**config.mk**
```make
export PLATFORM = sky130hd
export DESIGN_NAME = gnss_binary_frame_receiver_unit
export DESIGN_NICKNAME = d
export VERILOG_FILES = /design/src/rtl/gbfr_pkg.sv /design/src/rtl/gbfr_parser.sv /design/src/rtl/gnss_binary_frame_receiver_unit.sv
export SDC_FILE = /design/constraint.sdc
export NUM_CORES = 1
export LEC_CHECK = 0
export ABC_AREA = 1
export BUFFER_PORTS_ARGS = -buffer_cell sky130_fd_sc_hd__buf_4
export CAP_MARGIN = 30
export CORE_UTILIZATION = 55
export DETAILED_ROUTE_END_ITERATION = 8
export GPL_TIMING_DRIVEN = 0
export PLACE_DENSITY = 0.82
export SKIP_LAST_GASP = 1
export SLEW_MARGIN = 40
export SYNTH_ARGS = -nofsm -noshare
export SYNTH_HDL_FRONTEND = slang
export SYNTH_SLANG_ARGS = --single-unit
```
**constraint.sdc**
```tcl
create_clock -name clk -period 13 [get_ports clk]
set_input_delay 2.6 -clock clk [delete_from_list [all_inputs] [get_ports clk]]
set_output_delay 2.6 -clock clk [all_outputs]
set_load 0.005 [all_outputs]
```
**src/rtl/gbfr_pkg.sv**
```systemverilog
// Shared types and constants for the GNSS binary frame receiver.
package gbfr_pkg;

  localparam logic [7:0] SYNC_FIRST  = 8'hB5;
  localparam logic [7:0] SYNC_SECOND = 8'h62;

  localparam logic [31:0] STALE_LIMIT_RESET    = 32'd2000000;
  localparam logic [7:0]  POSITION_CLASS_RESET = 8'd1;
  localparam logic [7:0]  POSITION_ID_RESET    = 8'd7;
  localparam logic [31:0] AGE_MAX              = 32'hFFFF_FFFF;

  // Register indexes on the configuration port
  localparam logic [1:0] REG_STALE_LIMIT    = 2'd0;
  localparam logic [1:0] REG_POSITION_CLASS = 2'd1;
  localparam logic [1:0] REG_POSITION_ID    = 2'd2;

  // Slots of the captured and published value sets
  localparam logic [1:0] SLOT_LAT   = 2'd0;
  localparam logic [1:0] SLOT_LON   = 2'd1;
  localparam logic [1:0] SLOT_NORTH = 2'd2;
  localparam logic [1:0] SLOT_EAST  = 2'd3;

  typedef enum logic [1:0] {
    STATUS_POSITION_OK = 2'd0,
    STATUS_OTHER       = 2'd1,
    STATUS_BAD_CHECK   = 2'd2,
    STATUS_STALE       = 2'd3
  } status_t;

  typedef logic [3:0][31:0] field_set_t;

  typedef struct packed {
    logic        done;
    logic        good_position;
    status_t     status;
    logic [7:0]  msg_class;
    logic [7:0]  msg_id;
    logic [15:0] msg_length;
  } frame_result_t;

endpackage

```
**src/rtl/gbfr_parser.sv**
```systemverilog
// Frame parser: sync hunt, header, Fletcher sum, payload capture and publish.
module gbfr_parser (
  input  logic                    clk,
  input  logic                    rst,
  input  logic                    byte_valid,
  input  logic [7:0]              data_byte,
  input  logic [7:0]              position_class,
  input  logic [7:0]              position_id,
  output gbfr_pkg::frame_result_t result,
  output gbfr_pkg::field_set_t    published_next
);

  typedef enum logic [2:0] {
    HUNT, CLASS, ID, LEN_LO, LEN_HI, PAYLOAD, CHECK_A, CHECK_B
  } phase_t;

  phase_t               phase, phase_next;
  logic [7:0]           previous_byte, previous_byte_next;
  logic [7:0]           frame_class, frame_class_next;
  logic [7:0]           frame_id, frame_id_next;
  logic [15:0]          frame_length, frame_length_next;
  logic [15:0]          byte_index, byte_index_next;
  logic [7:0]           sum_a, sum_a_next;
  logic [7:0]           sum_b, sum_b_next;
  logic [7:0]           received_check_a, received_check_a_next;
  gbfr_pkg::field_set_t capture, capture_next;
  gbfr_pkg::field_set_t published;

  logic [7:0]  sum_a_add, sum_b_add;
  logic [15:0] index_inc;
  logic [15:0] length_full;
  logic        in_low, in_high;
  logic [1:0]  slot;

  assign sum_a_add   = sum_a + data_byte;
  assign sum_b_add   = sum_b + sum_a_add;
  assign index_inc   = byte_index + 16'd1;
  assign length_full = {data_byte, frame_length[7:0]};
  // Payload bytes 24..31 and 48..55 land in the capture set
  assign in_low      = (byte_index[15:3] == 13'd3);
  assign in_high     = (byte_index[15:3] == 13'd6);

  always_comb begin
    if (in_high) begin
      slot = byte_index[2] ? gbfr_pkg::SLOT_EAST : gbfr_pkg::SLOT_NORTH;
    end else begin
      slot = byte_index[2] ? gbfr_pkg::SLOT_LAT : gbfr_pkg::SLOT_LON;
    end
  end

  always_comb begin
    phase_next            = phase;
    previous_byte_next    = previous_byte;
    frame_class_next      = frame_class;
    frame_id_next         = frame_id;
    frame_length_next     = frame_length;
    byte_index_next       = byte_index;
    sum_a_next            = sum_a;
    sum_b_next            = sum_b;
    received_check_a_next = received_check_a;
    capture_next          = capture;
    published_next        = published;
    result                = '0;

    if (byte_valid) begin
      case (phase)
        HUNT: begin
          if (previous_byte == gbfr_pkg::SYNC_FIRST && data_byte == gbfr_pkg::SYNC_SECOND) begin
            phase_next         = CLASS;
            sum_a_next         = 8'd0;
            sum_b_next         = 8'd0;
            byte_index_next    = 16'd0;
            capture_next       = '0;
            previous_byte_next = 8'd0;
          end else begin
            previous_byte_next = data_byte;
          end
        end
        CLASS: begin
          frame_class_next = data_byte;
          sum_a_next       = sum_a_add;
          sum_b_next       = sum_b_add;
          phase_next       = ID;
        end
        ID: begin
          frame_id_next = data_byte;
          sum_a_next    = sum_a_add;
          sum_b_next    = sum_b_add;
          phase_next    = LEN_LO;
        end
        LEN_LO: begin
          frame_length_next = {8'd0, data_byte};
          sum_a_next        = sum_a_add;
          sum_b_next        = sum_b_add;
          phase_next        = LEN_HI;
        end
        LEN_HI: begin
          frame_length_next = length_full;
          sum_a_next        = sum_a_add;
          sum_b_next        = sum_b_add;
          phase_next        = (length_full == 16'd0) ? CHECK_A : PAYLOAD;
        end
        PAYLOAD: begin
          if (in_low || in_high) begin
            capture_next[slot][{byte_index[1:0], 3'b000} +: 8] = data_byte;
          end
          sum_a_next      = sum_a_add;
          sum_b_next      = sum_b_add;
          byte_index_next = index_inc;
          if (index_inc >= frame_length) begin
            phase_next = CHECK_A;
          end
        end
        CHECK_A: begin
          received_check_a_next = data_byte;
          phase_next            = CHECK_B;
        end
        CHECK_B: begin
          phase_next         = HUNT;
          previous_byte_next = 8'd0;
          result.done        = 1'b1;
          result.msg_class   = frame_class;
          result.msg_id      = frame_id;
          result.msg_length  = frame_length;
          if (received_check_a != sum_a || data_byte != sum_b) begin
            result.status = gbfr_pkg::STATUS_BAD_CHECK;
          end else if (frame_class == position_class && frame_id == position_id) begin
            result.status        = gbfr_pkg::STATUS_POSITION_OK;
            result.good_position = 1'b1;
            published_next       = capture;
          end else begin
            result.status = gbfr_pkg::STATUS_OTHER;
          end
        end
        default: begin
          phase_next = HUNT;
        end
      endcase
    end
  end

  always_ff @(posedge clk) begin
    if (rst) begin
      phase            <= HUNT;
      previous_byte    <= 8'd0;
      frame_class      <= 8'd0;
      frame_id         <= 8'd0;
      frame_length     <= 16'd0;
      byte_index       <= 16'd0;
      sum_a            <= 8'd0;
      sum_b            <= 8'd0;
      received_check_a <= 8'd0;
      capture          <= '0;
      published        <= '0;
    end else begin
      phase            <= phase_next;
      previous_byte    <= previous_byte_next;
      frame_class      <= frame_class_next;
      frame_id         <= frame_id_next;
      frame_length     <= frame_length_next;
      byte_index       <= byte_index_next;
      sum_a            <= sum_a_next;
      sum_b            <= sum_b_next;
      received_check_a <= received_check_a_next;
      capture          <= capture_next;
      published        <= published_next;
    end
  end

endmodule

```
**src/rtl/gnss_binary_frame_receiver_unit.sv**
```systemverilog
// A result appears in the output register in the cycle after the word that causes it.
// Throughput: one word (byte or tick) per cycle while in_ready is high, set by the single parser state update.
// A word is taken while a result waits, provided that result leaves in the same cycle.
// Reset (synchronous, active high): parser hunts for sync, captures, published values,
// age and stale flag clear, registers return to limit 2000000, class 1, id 7.
module gnss_binary_frame_receiver_unit (
  input  logic               clk,
  input  logic               rst,
  input  logic               cfg_write,
  input  logic [1:0]         cfg_index,
  input  logic [31:0]        cfg_data,
  input  logic               in_valid,
  output logic               in_ready,
  input  logic               kind,
  input  logic [7:0]         data_byte,
  output logic               out_valid,
  input  logic               out_ready,
  output logic [1:0]         status,
  output logic [7:0]         msg_class,
  output logic [7:0]         msg_id,
  output logic [15:0]        msg_length,
  output logic signed [31:0] latitude,
  output logic signed [31:0] longitude,
  output logic signed [31:0] vel_north,
  output logic signed [31:0] vel_east,
  output logic               is_stale
);

  logic [31:0] stale_limit;
  logic [7:0]  position_class;
  logic [7:0]  position_id;
  logic [31:0] age_ticks, age_ticks_next;
  logic        stale_reported, stale_reported_next;

  logic                    accept, tick, byte_valid;
  logic [31:0]             age_inc;
  logic                    over;
  logic                    emit;
  gbfr_pkg::frame_result_t frame;
  gbfr_pkg::field_set_t    published_next;
  gbfr_pkg::status_t       status_next;
  logic [7:0]              class_next, id_next;
  logic [15:0]             length_next;

  logic [1:0]  status_r;
  logic [7:0]  class_r, id_r;
  logic [15:0] length_r;
  gbfr_pkg::field_set_t fields_r;
  logic        stale_r;

  assign in_ready   = !out_valid || out_ready;
  assign accept     = in_valid && in_ready;
  assign tick       = accept && kind;
  assign byte_valid = accept && !kind;

  gbfr_parser u_parser (
    .clk            (clk),
    .rst            (rst),
    .byte_valid     (byte_valid),
    .data_byte      (data_byte),
    .position_class (position_class),
    .position_id    (position_id),
    .result         (frame),
    .published_next (published_next)
  );

  // Saturate the age at its top value
  assign age_inc = (age_ticks == gbfr_pkg::AGE_MAX) ? age_ticks : age_ticks + 32'd1;
  assign over    = age_inc > stale_limit;

  always_comb begin
    age_ticks_next      = age_ticks;
    stale_reported_next = stale_reported;
    emit                = 1'b0;
    status_next         = gbfr_pkg::STATUS_STALE;
    class_next          = 8'd0;
    id_next             = 8'd0;
    length_next         = 16'd0;
    if (tick) begin
      age_ticks_next = age_inc;
      if (over) begin
        if (!stale_reported) begin
          stale_reported_next = 1'b1;
          emit                = 1'b1;
        end
      end else begin
        stale_reported_next = 1'b0;
      end
    end
    if (frame.done) begin
      emit        = 1'b1;
      status_next = frame.status;
      class_next  = frame.msg_class;
      id_next     = frame.msg_id;
      length_next = frame.msg_length;
      if (frame.good_position) begin
        age_ticks_next      = 32'd0;
        stale_reported_next = 1'b0;
      end
    end
  end

  always_ff @(posedge clk) begin
    if (rst) begin
      stale_limit    <= gbfr_pkg::STALE_LIMIT_RESET;
      position_class <= gbfr_pkg::POSITION_CLASS_RESET;
      position_id    <= gbfr_pkg::POSITION_ID_RESET;
    end else if (cfg_write) begin
      case (cfg_index)
        gbfr_pkg::REG_STALE_LIMIT:    stale_limit    <= cfg_data;
        gbfr_pkg::REG_POSITION_CLASS: position_class <= cfg_data[7:0];
        gbfr_pkg::REG_POSITION_ID:    position_id    <= cfg_data[7:0];
        default: ;
      endcase
    end
  end

  always_ff @(posedge clk) begin
    if (rst) begin
      age_ticks      <= 32'd0;
      stale_reported <= 1'b0;
      out_valid      <= 1'b0;
    end else begin
      age_ticks      <= age_ticks_next;
      stale_reported <= stale_reported_next;
      if (accept && emit) begin
        out_valid <= 1'b1;
      end else if (out_ready) begin
        out_valid <= 1'b0;
      end
    end
  end

  // Load the result word; hold it until taken
  always_ff @(posedge clk) begin
    if (accept && emit) begin
      status_r <= status_next;
      class_r  <= class_next;
      id_r     <= id_next;
      length_r <= length_next;
      fields_r <= published_next;
      stale_r  <= (age_ticks_next > stale_limit);
    end
  end

  assign status     = status_r;
  assign msg_class  = class_r;
  assign msg_id     = id_r;
  assign msg_length = length_r;
  assign latitude   = $signed(fields_r[gbfr_pkg::SLOT_LAT]);
  assign longitude  = $signed(fields_r[gbfr_pkg::SLOT_LON]);
  assign vel_north  = $signed(fields_r[gbfr_pkg::SLOT_NORTH]);
  assign vel_east   = $signed(fields_r[gbfr_pkg::SLOT_EAST]);
  assign is_stale   = stale_r;

endmodule
```
==> impl_metrics.py <==
metrics = {
    "yosys": {
        "yosys.area.top_type_share_pct": 31.5,
        "ys_ff_latch": 584,
        "synth.area.top_cells": "dfxtp_1 32%, edfxtp_1 18%, nand2_1 12%, inv_1 6.6%, a21oi_1 5.5%",
        "synth.most_common_cell": "nand2_1",
        "synth-main-ff-cell": "dfxtp_1",
        "syn-cell-area_um2": 26700,
        "yosys-top-cells-count": "859 x nand2_1, 472 x inv_1, 421 x dfxtp_1",
        "synthCells": 3378,
        "syn_area_per_cell_um2": 7.91,
        "yosysSeqAreaShare_pct": 49.8,
        "synth_fp_nets": 3529,
        "synth_async_sr_flop_share_pct": 0,
        "yosys.area.top_type": "dfxtp_1",
        "ys_warn_count": 0,
        "synth_edf_count": 163,
        "synth_cell_type_count": 44,
    },
    "worst_setup_path": {
        "cp.arrival_ns": 6.50,
        "worst_r2r_endpoint": "vel_north[13]",
        "critPathMaxFanout": 10,
        "required_ns": 13.43,
        "r2r_cells": 21,
        "reg2reg_from": "age_ticks[0]",
        "regToRegSetupSlack_ns": 7.56,
        "crit_path_start_kind": "input port",
        "critPathKind": "input port to flip-flop",
        "end_kind": "flip-flop",
    },
    "die": {
        "die_area_um2": 49500,
        "fp-row-count": 80,
        "io_pins": 213,
        "start_util_pct": 55.9,
        "die_h_um": 222,
        "core_um2": 47800,
        "die_x_um": 222,
    },
    "clock_tree": {
        "cts_htree_levels": 2,
        "cts_setup_buffers": 0,
        "cts_buffers": 60,
        "clockBufferDepth": 3,
        "cts_tree": "built",
        "ctsHoldBuffers": 0,
        "cts_root_buf": "clkbuf_16",
        "clkTransAtPathRegs_ns": 0.06,
        "worstSkewPairLatency_ns": 0.64,
        "clock-sinks": 584,
        "ctsResizeCount": 0,
    },
    "final_layout": {
        "fillers": 3974,
        "area_growth_pct": 17.1,
        "final_nets": 3805,
        "diodes": 0,
        "finish.utilization_pct": 65.4,
        "drive_gt1_share_pct": 11.1,
    },
    "sta": {
        "final.period_utilization_pct": 46.7,
        "rsz0062_at_grt": "false",
        "worst_slew_margin_rel_pct": 37.6,
        "finalSetupViolCount": 0,
        "tightest_slew_ns": 0.936,
        "max_freq_ghz": 0.165,
        "finalSetupTns_ns": 0,
        "period_minus_slack_ns": 6.07,
        "finClkSkew_ns": 0.0368,
        "maxSlewViolCount": 0,
        "hold_violations": 0,
    },
    "routing": {
        "vias": 23200,
        "via_per_inst": 5.36,
        "drc": 0,
        "first_pass_iters": 7,
        "drt-initial-drc-count": 2138,
        "routedWlPerCell_um": 17.1,
        "wl_mm": 73.7,
        "final_antenna_net_count": 0,
    },
    "min_path": {
        "hold_depth": 2,
        "hp-start": "u_parser.capture[63]",
        "min_to": "u_parser.capture[63]",
        "holdCritPathClass": "flip-flop to flip-flop",
    },
    "grt": {
        "overflow": 0,
        "grt_usage_pct": 29.6,
        "grt_start_max_net_pins": 44,
        "grt_first_pass_wirelength_mm": 116,
        "grt_pass1_vias": 21900,
        "antenna_found_initial": 0,
    },
    "pwr": {
        "cellLeakagePower_nw": 13.3,
        "peakVddDrop_mv": 0.0842,
        "p_per_area_nw_per_um2": 129,
    },
    "outcome": {
        "outcome": "finished, final reports clean",
    },
    "placement": {
        "hpwlAfterDp_mm": 53.4,
        "gp_congestion": 0.960,
        "port-buffer-count": 210,
    },
    "flow_run": {
        "maxCapViolations": 0,
    },
}
## per-stage QoR
step,cell area [um^2],hold WS [ns],setup WS (ns),cells,power [mW]
global placement,29100,0.448,3.26,4203,2.25
floorplan,26700,0.441,5.52,3378,2.13
detailed placement,29200,0.452,6.43,4207,2.24
finish,31300,0.463,6.93,4318,4.03
global route,31300,0.478,6.75,4318,4.14
CTS,31300,0.461,7.06,4318,4.04
## cell families (layout without fill, tap and decap cells)
group	after synthesis	count (layout)	synth area share (%)
AOI/OAI and AO/OA	551	551	12.0
xor gates and xnor gates	75	75	2.46
adders and majority gates	103	103	4.88
and+or+nand+nor	1437	1437	21.7
DFF	584	584	49.8
buffers and inverters	628	953	9.10
## layer usage
layer  vias up  GRT usage (%)  wire [um]
met5         -              0          0
met4         0           12.5       2840
met3       183           4.80       5680
met2       904           47.5      33600
met1     10800           39.8      31600
li1      11300              -          -
## sequential cells by signal (all words and copies together), names as in the netlist, 2 cells and up
signal,cells
u_parser.frame_length,16
u_parser.frame_class,8
age_ticks,32
u_parser.received_check_a,8
u_parser.frame_id,8
u_parser.capture,128
u_parser.previous_byte,8
position_class,8
u_parser.published,128
u_parser.sum_b,8
u_parser.phase,3
msg_length,16
stale_limit,32
status,2
msg_id,8
msg_class,8
u_parser.byte_index,16
position_id,8
longitude,32
latitude,32
vel_north,32
vel_east,32
u_parser.sum_a,8
## worst max-delay path, cell delays in order
cell      delay [ns]
buf_4           0.12
buf_2           0.23
xor2_1          0.20
nor2_1          0.14
and2_1          0.16
nand2_1         0.05
nand3b_1        0.35
nor2_1          0.24
buf_4           0.25
inv_2           0.14
buf_2           0.24
nand3_1         0.14
inv_1           0.06
ha_1            0.31
nand3_1         0.08
nor3_1          0.28
nand2_1         0.26
nor2_1          0.14
nand2_1         0.11
nand2_1         0.08
nor2_1          0.07
nor2_1          0.23
## placed cells by master, fill, tap and decap left out, types with 95 or more instances in the layout
cell type / synthesis / routed
edfxtp_1: 163 / 163
dfxtp_1: 421 / 421
nand3_1: 110 / 110
o21bai_1: 128 / 128
nor2_1: 354 / 353
buf_4: 4 / 214
a21oi_1: 296 / 296
nand2_1: 859 / 858
inv_1: 472 / 472
clkbuf_1: 86 / 95
ha_1: 101 / 101
## area by class of cell
cell class | instances | area (um^2) | area share, %
plain buffers | 138 | 596 | 1.90
clock inverters | 21 | 249 | 0.796
flip-flops and latches | 584 | 13300 | 42.6
inverters | 490 | 1840 | 5.88
multi-input cells | 2166 | 11000 | 35.1
clock buffers | 90 | 1870 | 5.96
well taps | 615 | 769 | 2.46
repair buffers | 214 | 1660 | 5.29
## worst max-delay path by stage
stage | start | endpoint | slack (ns)
after detailed placement | data_byte[2] | is_stale | 6.43
after CTS | data_byte[2] | is_stale | 7.06
after global routing | data_byte[2] | is_stale | 6.75
after floorplan | out_ready | is_stale | 5.52
final | data_byte[2] | is_stale | 6.93
after global placement | out_ready | longitude[27] | 3.26
## power by group
part           leakage (nW)  internal, mW  total, mW  switching (mW)
registers              4.92          1.92       1.94          0.0215
clock network          1.03          1.07       1.82           0.743
logic                  7.35         0.106      0.273           0.167
No activity file was read; power rests on OpenSTA's default activity.
